File: config.mk
export PLATFORM = sky130hd
export DESIGN_NAME = square_and_noise_sound_mixer_top
export DESIGN_NICKNAME = d
export VERILOG_FILES = /design/src/snm_pkg.sv /design/src/snm_step_div.sv /design/src/square_and_noise_sound_mixer_top.sv
export SDC_FILE = /design/constraint.sdc
export NUM_CORES = 2
export LEC_CHECK = 0
export ABC_AREA = 1
export BUFFER_PORTS_ARGS = -buffer_cell sky130_fd_sc_hd__buf_2
export CAP_MARGIN = 20
export CORE_UTILIZATION = 39
export CTS_BUF_LIST = sky130_fd_sc_hd__clkbuf_4 sky130_fd_sc_hd__clkbuf_8 sky130_fd_sc_hd__clkbuf_16
export DETAILED_ROUTE_END_ITERATION = 10
export PLACE_DENSITY = 0.55
export RECOVER_POWER = 100
export SKIP_LAST_GASP = 1
export SLEW_MARGIN = 20
export SYNTH_ARGS = -nofsm -noshare
export SYNTH_HDL_FRONTEND = slang
export SYNTH_HIERARCHICAL = 1
export SYNTH_SLANG_ARGS = --single-unit
File: constraint.sdc
create_clock -name clk -period 13 [get_ports clk]
set_input_delay 1.3 -clock clk [delete_from_list [all_inputs] [get_ports clk]]
set_output_delay 1.3 -clock clk [all_outputs]
set_load 0.01 [all_outputs]
File: src/snm_pkg.sv
// Shared constants, types and tables of the square and noise sound mixer.
`default_nettype none

package snm_pkg;

  // Channel set: tone channels first, the noise channel at the last index
  localparam int TONE_CHANNELS = 3;
  localparam int MAX_VOLUME    = 15;
  localparam int NUM_CH        = TONE_CHANNELS + 1;
  localparam int CH_IDX_W      = (NUM_CH > 1) ? $clog2(NUM_CH) : 1;
  localparam int VOL_W         = $clog2(MAX_VOLUME + 1);

  // Field and datapath widths
  localparam int KIND_W   = 2;
  localparam int CHAN_W   = 2;
  localparam int HZ_W     = 16;
  localparam int PHASE_W  = 32;
  localparam int LFSR_W   = 16;
  localparam int LEVEL_W  = 8;

  localparam int unsigned SAMPLE_RATE_HZ   = 22050;
  localparam int unsigned NOISE_DEFAULT_HZ = 4000;
  localparam logic [LFSR_W-1:0] NOISE_TAPS = 16'hB800;
  localparam logic [LFSR_W-1:0] LFSR_SEED  = 16'h0001;
  localparam int RESET_BIT_POS              = 7;
  localparam int unsigned FULL_LEVEL        = 255;

  // Phase step for the noise default frequency
  localparam logic [PHASE_W-1:0] NOISE_DEFAULT_STEP =
    PHASE_W'((64'(NOISE_DEFAULT_HZ) << PHASE_W) / 64'(SAMPLE_RATE_HZ));

  // Phase step hz * 2^32 / SAMPLE_RATE_HZ: a whole part per hertz plus the
  // remainder fraction taken by a reciprocal, exact for every 16-bit hz
  localparam longint unsigned PHASE_ONE      = 64'd1 << PHASE_W;
  localparam longint unsigned STEP_INT_VAL   = PHASE_ONE / 64'(SAMPLE_RATE_HZ);
  localparam longint unsigned STEP_REM_VAL   = PHASE_ONE % 64'(SAMPLE_RATE_HZ);
  localparam int              STEP_SH        = HZ_W + $clog2(SAMPLE_RATE_HZ);
  localparam longint unsigned STEP_RECIP_VAL =
    ((STEP_REM_VAL << STEP_SH) + 64'(SAMPLE_RATE_HZ) - 64'd1) / 64'(SAMPLE_RATE_HZ);
  localparam int STEP_INT_W   = $clog2(STEP_INT_VAL + 1);
  localparam int STEP_RECIP_W = $clog2(STEP_RECIP_VAL + 1);
  localparam int STEP_FRAC_W  = HZ_W + STEP_RECIP_W - STEP_SH;
  localparam logic [STEP_INT_W-1:0]   STEP_INT   = STEP_INT_W'(STEP_INT_VAL);
  localparam logic [STEP_RECIP_W-1:0] STEP_RECIP = STEP_RECIP_W'(STEP_RECIP_VAL);

  // Mix: sum of all channel levels divided by NUM_CH through a reciprocal
  localparam int SUM_W     = $clog2(NUM_CH * FULL_LEVEL + 1);
  localparam int MIX_L     = $clog2(NUM_CH);
  localparam int MIX_K     = SUM_W + MIX_L;
  localparam int RECIP_W   = SUM_W + 1;
  localparam logic [RECIP_W-1:0] MIX_RECIP =
    RECIP_W'(((64'd1 << MIX_K) + 64'(NUM_CH) - 64'd1) / 64'(NUM_CH));

  typedef enum logic [KIND_W-1:0] {
    KIND_TICK = 2'd0,
    KIND_FREQ = 2'd1,
    KIND_VOL  = 2'd2,
    KIND_RSVD = 2'd3
  } kind_t;

  // Level of a full-scale channel at each volume setting
  typedef logic [MAX_VOLUME:0][LEVEL_W-1:0] scale_tbl_t;

  function automatic scale_tbl_t build_scale_tbl();
    scale_tbl_t t;
    for (int v = 0; v <= MAX_VOLUME; v++) begin
      t[v] = LEVEL_W'((int'(FULL_LEVEL) * v) / MAX_VOLUME);
    end
    return t;
  endfunction

  localparam scale_tbl_t SCALE_TBL = build_scale_tbl();

endpackage

`default_nettype wire

File: src/snm_step_div.sv
// Two-stage reciprocal-multiply unit that turns a frequency into a 32-bit phase step.
`default_nettype none

module snm_step_div (
  input  wire logic                        clk,
  input  wire logic                        rst_n,
  input  wire logic                        start,
  input  wire logic [snm_pkg::HZ_W-1:0]    hz,
  output logic                             done,
  output logic [snm_pkg::PHASE_W-1:0]      step
);
  import snm_pkg::*;

  logic                          busy_r, busy_nxt;
  logic                          done_r, done_nxt;
  logic [PHASE_W-1:0]            base_r, base_nxt;
  logic [STEP_FRAC_W-1:0]        frac_r, frac_nxt;
  logic [PHASE_W-1:0]            step_r, step_nxt;
  logic [HZ_W+STEP_INT_W-1:0]    int_prod;
  logic [HZ_W+STEP_RECIP_W-1:0]  frac_prod;

  always_comb begin
    // whole steps per hertz, and the remainder fraction by reciprocal
    int_prod  = (HZ_W+STEP_INT_W)'(hz) * (HZ_W+STEP_INT_W)'(STEP_INT);
    frac_prod = (HZ_W+STEP_RECIP_W)'(hz) * (HZ_W+STEP_RECIP_W)'(STEP_RECIP);
    busy_nxt  = 1'b0;
    done_nxt  = 1'b0;
    base_nxt  = base_r;
    frac_nxt  = frac_r;
    step_nxt  = step_r;
    if (start) begin
      busy_nxt = 1'b1;
      base_nxt = PHASE_W'(int_prod);
      frac_nxt = frac_prod[HZ_W+STEP_RECIP_W-1:STEP_SH];
    end else if (busy_r) begin
      // wrap to 32 bits
      step_nxt = base_r + PHASE_W'(frac_r);
      done_nxt = 1'b1;
    end
  end

  always_ff @(posedge clk) begin
    if (!rst_n) begin
      busy_r <= 1'b0;
      done_r <= 1'b0;
    end else begin
      busy_r <= busy_nxt;
      done_r <= done_nxt;
    end
    base_r <= base_nxt;
    frac_r <= frac_nxt;
    step_r <= step_nxt;
  end

  assign done = done_r;
  assign step = step_r;

endmodule

`default_nettype wire

File: src/square_and_noise_sound_mixer_top.sv
// Top level of the square-wave and noise sound mixer.
//
//  Channel | Ports                                    | Direction | Carries
//  --------+------------------------------------------+-----------+---------------------------
//  in      | in_valid in_ready in_kind in_channel     | input     | tick, frequency or volume
//          | in_value                                 |           | write item
//  out     | out_valid out_ready out_level            | output    | one mixed level per tick
//
// A sample tick walks the channels one per cycle through a shared 32-bit phase
// adder and then mixes them in the mix state. A frequency write runs the
// two-stage reciprocal step unit; a volume write is applied when accepted.
// Reset is synchronous and clears all channel state; the noise register starts at 1.
// A result waits in the output register while the next item is accepted; a tick
// that finishes while that result is still unclaimed holds in its mix cycle.
`default_nettype none

module square_and_noise_sound_mixer_top (
  input  wire logic                         clk,
  input  wire logic                         rst_n,
  input  wire logic                         in_valid,
  output logic                              in_ready,
  input  wire logic [snm_pkg::KIND_W-1:0]   in_kind,
  input  wire logic [snm_pkg::CHAN_W-1:0]   in_channel,
  input  wire logic [snm_pkg::HZ_W-1:0]     in_value,
  output logic                              out_valid,
  input  wire logic                         out_ready,
  output logic [snm_pkg::LEVEL_W-1:0]       out_level
);
  import snm_pkg::*;

  typedef enum logic [1:0] {
    S_IDLE,
    S_TICK,
    S_MIX,
    S_DIV
  } state_t;

  localparam logic [CH_IDX_W-1:0] NOISE_IDX = CH_IDX_W'(TONE_CHANNELS);
  localparam logic [CH_IDX_W-1:0] LAST_IDX  = CH_IDX_W'(NUM_CH - 1);

  state_t               state_r, state_nxt;
  logic [PHASE_W-1:0]   phase_r [NUM_CH];
  logic [PHASE_W-1:0]   phase_nxt [NUM_CH];
  logic [PHASE_W-1:0]   step_r [NUM_CH];
  logic [PHASE_W-1:0]   step_nxt [NUM_CH];
  logic [VOL_W-1:0]     vol_r [NUM_CH];
  logic [VOL_W-1:0]     vol_nxt [NUM_CH];
  logic [LFSR_W-1:0]    lfsr_r, lfsr_nxt;
  logic [CH_IDX_W-1:0]  idx_r, idx_nxt;
  logic [CH_IDX_W-1:0]  wr_idx_r, wr_idx_nxt;
  logic [SUM_W-1:0]     sum_r, sum_nxt;
  logic                 out_valid_r, out_valid_nxt;
  logic [LEVEL_W-1:0]   level_r, level_nxt;

  logic                 accept;
  logic                 ch_ok;
  logic [CH_IDX_W-1:0]  wr_idx;
  logic [VOL_W-1:0]     vol_clamp;
  logic                 div_start;
  logic                 div_done;
  logic [PHASE_W-1:0]   div_step;

  logic [PHASE_W-1:0]   cur_phase, cur_step;
  logic [VOL_W-1:0]     cur_vol;
  logic [PHASE_W:0]     phase_sum;
  logic                 active, is_noise, wave_bit;
  logic [LFSR_W-1:0]    lfsr_shift;
  logic [LEVEL_W-1:0]   contrib;
  logic [2*SUM_W:0]     mix_prod;

  assign in_ready  = (state_r == S_IDLE);
  assign accept    = in_valid && in_ready;
  assign ch_ok     = (int'(in_channel) <= TONE_CHANNELS);
  assign wr_idx    = CH_IDX_W'(in_channel);
  assign vol_clamp = (in_value[7:0] > 8'(MAX_VOLUME)) ? VOL_W'(MAX_VOLUME)
                                                      : VOL_W'(in_value[7:0]);
  assign div_start = accept && (kind_t'(in_kind) == KIND_FREQ) && ch_ok;

  snm_step_div u_div (
    .clk   (clk),
    .rst_n (rst_n),
    .start (div_start),
    .hz    (in_value),
    .done  (div_done),
    .step  (div_step)
  );

  // Shared channel datapath: one channel per cycle at idx_r
  always_comb begin
    cur_phase  = phase_r[idx_r];
    cur_step   = step_r[idx_r];
    cur_vol    = vol_r[idx_r];
    phase_sum  = {1'b0, cur_phase} + {1'b0, cur_step};
    active     = (cur_vol != '0) && (cur_step != '0);
    is_noise   = (idx_r == NOISE_IDX);
    lfsr_shift = {1'b0, lfsr_r[LFSR_W-1:1]} ^ (lfsr_r[0] ? NOISE_TAPS : '0);
    mix_prod   = sum_r * MIX_RECIP;
  end

  always_comb begin
    state_nxt     = state_r;
    phase_nxt     = phase_r;
    step_nxt      = step_r;
    vol_nxt       = vol_r;
    lfsr_nxt      = lfsr_r;
    idx_nxt       = idx_r;
    wr_idx_nxt    = wr_idx_r;
    sum_nxt       = sum_r;
    level_nxt     = level_r;
    wave_bit      = 1'b0;
    contrib       = '0;
    // drop the pending result once taken
    out_valid_nxt = out_valid_r && !out_ready;

    unique case (state_r)
      S_IDLE: begin
        if (accept) begin
          unique case (kind_t'(in_kind))
            KIND_TICK: begin
              idx_nxt   = '0;
              sum_nxt   = '0;
              state_nxt = S_TICK;
            end
            KIND_FREQ: begin
              if (ch_ok) begin
                wr_idx_nxt = wr_idx;
                state_nxt  = S_DIV;
              end
            end
            KIND_VOL: begin
              if (ch_ok) begin
                vol_nxt[wr_idx] = vol_clamp;
                if (wr_idx == NOISE_IDX) begin
                  if ((vol_clamp != '0) && (step_r[NOISE_IDX] == '0)) begin
                    step_nxt[NOISE_IDX] = NOISE_DEFAULT_STEP;
                  end
                  if (in_value[RESET_BIT_POS]) begin
                    phase_nxt[NOISE_IDX] = '0;
                    lfsr_nxt             = LFSR_SEED;
                  end
                end
              end
            end
            KIND_RSVD: begin
            end
          endcase
        end
      end

      S_TICK: begin
        // advance the active channel; noise clocks its register on carry out
        if (active) begin
          phase_nxt[idx_r] = phase_sum[PHASE_W-1:0];
          if (is_noise && phase_sum[PHASE_W]) begin
            lfsr_nxt = lfsr_shift;
          end
        end
        wave_bit = is_noise ? lfsr_nxt[0] : phase_sum[PHASE_W-1];
        contrib  = (active && wave_bit) ? SCALE_TBL[cur_vol] : '0;
        sum_nxt  = sum_r + SUM_W'(contrib);
        if (idx_r == LAST_IDX) begin
          state_nxt = S_MIX;
        end else begin
          idx_nxt = idx_r + CH_IDX_W'(1);
        end
      end

      S_MIX: begin
        // hold until the output register is free
        if (!out_valid_r || out_ready) begin
          level_nxt     = LEVEL_W'(mix_prod >> MIX_K);
          out_valid_nxt = 1'b1;
          state_nxt     = S_IDLE;
        end
      end

      S_DIV: begin
        if (div_done) begin
          step_nxt[wr_idx_r] = div_step;
          state_nxt          = S_IDLE;
        end
      end

      default: begin
        state_nxt = S_IDLE;
      end
    endcase
  end

  always_ff @(posedge clk) begin
    if (!rst_n) begin
      state_r     <= S_IDLE;
      out_valid_r <= 1'b0;
      lfsr_r      <= LFSR_SEED;
      for (int i = 0; i < NUM_CH; i++) begin
        phase_r[i] <= '0;
        step_r[i]  <= '0;
        vol_r[i]   <= '0;
      end
    end else begin
      state_r     <= state_nxt;
      out_valid_r <= out_valid_nxt;
      lfsr_r      <= lfsr_nxt;
      phase_r     <= phase_nxt;
      step_r      <= step_nxt;
      vol_r       <= vol_nxt;
    end
    idx_r    <= idx_nxt;
    wr_idx_r <= wr_idx_nxt;
    sum_r    <= sum_nxt;
    level_r  <= level_nxt;
  end

  assign out_valid = out_valid_r;
  assign out_level = level_r;

  // A tick item keeps the input closed on the following cycle
  a_tick_busy: assert property (@(posedge clk) disable iff (!rst_n)
    (accept && (kind_t'(in_kind) == KIND_TICK)) |=> !in_ready)
    else $error("input reopened right after a tick item");

  // Divider completion only lands while a frequency write waits for it
  a_div_done: assert property (@(posedge clk) disable iff (!rst_n)
    div_done |-> (state_r == S_DIV))
    else $error("divider finished outside a frequency write");

  // The noise register never locks up at zero
  a_lfsr_live: assert property (@(posedge clk) disable iff (!rst_n)
    lfsr_r != '0)
    else $error("noise register reached zero");

  // A new result only comes out of the mix cycle
  a_out_from_mix: assert property (@(posedge clk) disable iff (!rst_n)
    (out_valid && !$past(out_valid && !out_ready)) |-> ($past(state_r) == S_MIX))
    else $error("result loaded outside the mix cycle");

endmodule

`default_nettype wire

**Word-level counts from Yosys, hierarchy flattened**

Memories as Yosys holds them, arrays and structs flattened.
Index checks and enable logic that the tools add are counted.

- Memories: 1
- Word-level logic and storage cells: 161
- Register bits: 392
- ROM bits: 128

Memory list:

| name | words | bits a word | rd ports | clocked after memory_dff | write ports | line | source |
|---|---|---|---|---|---|---|---|
| (name not given) | 16 | 8 | 1 | 0 | 0 | square_and_noise_sound_mixer_top.sv:159 | `contrib = (active && wave_bit) ? SCALE_TBL[cur_vol] : '0;` |

- Eq/ne operators: 20
- Multiply operators: 2
- $add $sub $neg: 4
- Reduce and logical (&&, ||, !) cells: 35
- $lt $le $gt $ge: 8
- Multiplexer cells: 60
- Bitwise logic cells: 6

Operators with widths:

| cell | count |
|---|---|
| 32-bit 2-to-1 mux | 16 |
| 128-bit bitwise mux | 2 |
| 32-bit binary-select mux with 2-bit select | 2 |
| 32-bit demux with 2-bit select | 2 |
| 16-bit 2-to-1 mux | 8 |
| 32-bit one-hot mux with 2 select lines | 2 |
| 16-bit by 25-bit multiplier with 41-bit output, second input constant | 1 |
| 32-bit by 32-bit adder with 33-bit output | 1 |
| 32-bit by 13-bit adder with 32-bit output | 1 |
| 32-bit zero test | 1 |
| 16-bit by 18-bit multiplier with 32-bit output, second input constant | 1 |
| 16-bit one-hot mux with 2 select lines | 1 |
| 32-bit nonzero test | 1 |
| 10-bit 2-to-1 mux | 2 |
| 10-bit one-hot mux with 2 select lines | 1 |
| 16-bit bitwise mux | 1 |
| 4-bit 2-to-1 mux | 4 |
| 8-bit 2-to-1 mux | 2 |
| 15-bit by 16-bit bitwise XOR with 16-bit output | 1 |
| 2-bit 2-to-1 mux | 7 |
| 2-bit by 1-bit inequality test with 1-bit output, second input constant | 7 |
| 6-bit AND reduction | 2 |
| 10-bit by 8-bit adder with 10-bit output | 1 |
| 2-bit == test, second input constant | 5 |
| 27 further kinds | 63 |

**Longest topological paths before layout**

- Depth in word-level cells: 14
- Mapped depth: 41

**Modules after synthesis**

Netlist, hierarchy kept.

By module, submodules not included:

| module | area an instance (um^2) | cells an instance | instances |
|---|---|---|---|
| square_and_noise_sound_mixer_top | 16707.3 | 2545 | 1 |
| snm_step_div | 15941.5 | 1917 | 1 |

**Least setup slack after synthesis**

Ideal clock, no wire load.

- Kind: input port to flip-flop
- Start: in in_value[13] (netlist name)
- End: reg u_div.base_r[31], data pin
- Arrival time: 6.033 ns
- Data required time: 12.748 ns
- Path slack: 6.715 ns
- Stages on the path: 23
- Buffers on the path: 0
- Cells stage by stage: fa_1 > inv_1 > fa_1 > inv_1 > fa_1 > inv_1 > fa_1 > inv_1 > fa_1 > inv_1 > fa_1 > inv_1 > ha_1 > nand2_2 > inv_1 > a21oi_1 > nor2_1 > nor2_1 > nor2_1 > nor2_1 > nand2_1 > nand2_1 > nand2_1

- Cells in the longest elaborated chain, start to end: 1

RTL lines:

| item | line | source |
|---|---|---|
| from (decl) | square_and_noise_sound_mixer_top.sv:24 | `input wire logic [snm_pkg::HZ_W-1:0] in_value,` |
| 16-bit by 18-bit multiplier with 32-bit output | snm_step_div.sv:24 | `int_prod = (HZ_W+STEP_INT_W)'(hz) * (HZ_W+STEP_INT_W)'(STEP_INT);` |
| named net u_div.int_prod[31] | snm_step_div.sv:19 | `logic [HZ_W+STEP_INT_W-1:0] int_prod;` |
| to (signal assigned) | snm_step_div.sv:50 | `base_r <= base_nxt;` |
| to (decl) | snm_step_div.sv:16 | `logic [PHASE_W-1:0] base_r, base_nxt;` |

The timed path passes the listed nets, and every way through them passes these cells.
A chain may end at the register's enable or synchronous reset.

**Worst setup path after layout**

- Start: in rst_n
- End: reg phase_r[52] (netlist name)

RTL lines:

| item | line | source |
|---|---|---|
| from (decl) | square_and_noise_sound_mixer_top.sv:19 | `input wire logic rst_n,` |
| to (signal assigned) | square_and_noise_sound_mixer_top.sv:204 | `phase_r <= phase_nxt;` |
| to (decl) | square_and_noise_sound_mixer_top.sv:42 | `logic [PHASE_W-1:0] phase_r [NUM_CH];` |

No word-level cell between the ends.

==> flow_summary_export.csv <==
group,metric,value,unit
die,die_y,291,microns
synth,synth_cell_types,48,
cts,clock-root-buffer,"clkbuf_16",
hold_path,hold_path.class,"reg -> reg",
sta,relSlewSlack,-205,%
cts,clkTransAtPathRegs,0.06,ns
die,io_pins,34,
synth,synth_nets,5019,
synth,synth_ff_type,"dfxtp_1",
synth,synthCells,4462,
critical_path,worst_ep_required_time,13.45,ns
critical_path,critPathLaunchType,"input pin",
cts,cts_hold_buf,0,
sta,worstMarginPinSlew,4.58,ns
synth,postSynth.asyncResetShare,0,%
sta,rsz0062_at_grt,"false",
synth,synth_top_area_share,18.0,%
placed_design,io_buffer_count,33,
die,start_util,39.6,%
status,violations,"max-capacitance violations, max-slew violations",
synth,syn_avg_cell_area,7.32,sq um
sta,max_freq,0.107,GHz
final_layout,post-route-util,42.6,%
cts,post-cts-setup-buffer-count,0,
synth,yosysWarningCount,6,
global_route,grt_pass1_vias,27400,
sta,fin_crit_sh,71.9,%
drt,route.vias.total,28100,
drt,drt_iter0_drc,2008,
cts,cts_resized,0,
sta,min_period,9.35,ns
final_layout,drive_gt1_share,3.74,%
die,row_count,105,
sta,drv_slew,529,
drt,drc,0,
drt,wl,102000,microns
drt,wl_per_cell,18.5,microns
global_route,antenna_found_initial,1,
cts,clock_path_buffers,3,
global_route,grt_remaining_overflow,0,
critical_path,cp-end-kind,"flip-flop",
global_route,grt_start_max_net_pins,120,
critical_path,crit_type,"in -> reg",
final_layout,area.growth.synth_to_final,7.75,%
synth,synthesis.area,32600,sq um
synth,yosys-top-cells-count,"nand2_1, inv_1, nor2_1",
die,die_x,291,microns
drt,dr.pass1.iters,6,
synth,synth.area.top_cells,"dfxtp_1, fa_1, nand2_1, ha_1, edfxtp_1",
final_layout,fin_area,35200,sq um
cts,numCtsBuffers,46,
synth,ys_seq_elements,392,
die,die_area,84900,sq um
cts,clock-sinks,392,
global_route,grt_use_total,24.0,%
sta,setup_viol,0,
critical_path,path_max_fanout,105,
placed_design,place.gp.congestion,0.983,
cts,htree_levels,2,
cts,cts_tree,"built",
drt,drtAntennaViolNets,0,
sta,hold_violations,0,
run,drv_cap,10,
sta,postLayoutSetupSlackWorst,3.65,ns
placed_design,postPlaceCellArea,33700,sq um
final_layout,num-nets-final,4984,
die,design.core.area,82500,sq um
synth,synth_edf_count,99,
placed_design,place_ws,6.14,ns
drt,via_per_inst,5.07,
synth,seq_area_frac_synth,27.1,%
synth,synth_top_cell_by_area,"dfxtp_1",
cts,insertion_delay,0.59,ns
global_route,grt_pass1_wl,159000,microns
sta,setup_tns,0,ns
status,status,"finished with violations",
synth,yosysMostFrequentCell,"nand2_1",
critical_path,rrSetupSlack,4.78,ns
placed_design,dpl.hpwl,78200,microns
critical_path,arrival,9.81,ns
sta,skew,0.0183,ns
-- per-stage QoR --
stage               hold slack [ns]  cells
floorplan                     0.421   4462
global placement              0.448   5448
detailed placement            0.450   5448
CTS                           0.462   5533
global route                  0.477   5534
finish                        0.460   5535
-- logic make-up after synthesis --
family                   Yosys count  share of synthesized area, %
AND/OR/NAND/NOR                 1913                          24.3
adder cells (fa/ha/maj)          533                          25.5
XOR/XNOR                          66                          1.77
buffers and inverters            892                          10.7
flip-flops                       392                          27.1
AO/OA/AOI/OAI                    666                          10.7
-- metal layers --
| metal | share of wire [%] | GRT usage [%] | vias to the layer above |
|---|---|---|---|
| met4 | 3.2 | 7.86 | 0 |
| met1 | 46 | 32.9 | 13100 |
| li1 | - | - | 14100 |
| met2 | 46 | 39.5 | 741 |
| met3 | 4.8 | 2.70 | 161 |
| met5 | 0 | 0 | - |
-- cell usage in the layout (no fill, tap or decap), drive strengths merged, types with 18 or more instances in the layout --
cell type,instances
buf,35
ha,314
o21ai,262
nand3,193
nand2,1127
inv,752
edfxtp,99
nor3,40
xor2,48
a31oi,21
xnor2,18
fa,219
clkbuf,84
a21oi,329
nand4,51
nor2,452
o21bai,20
dfxtp,293
-- final timing paths --
check | startpoint | to | depth (start not counted)
worst min register to register | phase_r[8] | phase_r[8] | 2
worst max register to register | idx_r[0] | sum_r[9] | 30
worst max-delay path | rst_n | phase_r[52] | 4
worst min-delay path | phase_r[8] | phase_r[8] | 2
-- layout make-up --
type / count / area, sq um
antenna: 1 / 2.50
timing repair buffer: 58 / 322
fill: 8661 / 47300
tap: 1070 / 1340
multi-input combinational: 3178 / 20300
sequential: 392 / 8840
inverter: 751 / 2820
clock buffer: 61 / 1290
clock inverter: 24 / 251
-- worst max-delay path, stage by stage --
cell and delay [ns]:
clkbuf_1 2.76, clkinvlp_2 2.97, clkbuf_1 1.92, a21oi_1 0.63
-- flip-flops by register name (all words and copies together) (netlist names) --
name and flops:
lfsr_r 16, u_div/step 32, idx_r 2, u_div/frac_r 13, out_valid 1, out_level 8, wr_idx_r 2, step_r 128
u_div/done 1, u_div/busy_r 1, sum_r 10, phase_r 128, u_div/base_r 32, state_r 2, vol_r 16
Power is not shown: default switching activity piles up to over one toggle a cycle in this logic, so the estimate is an artifact.
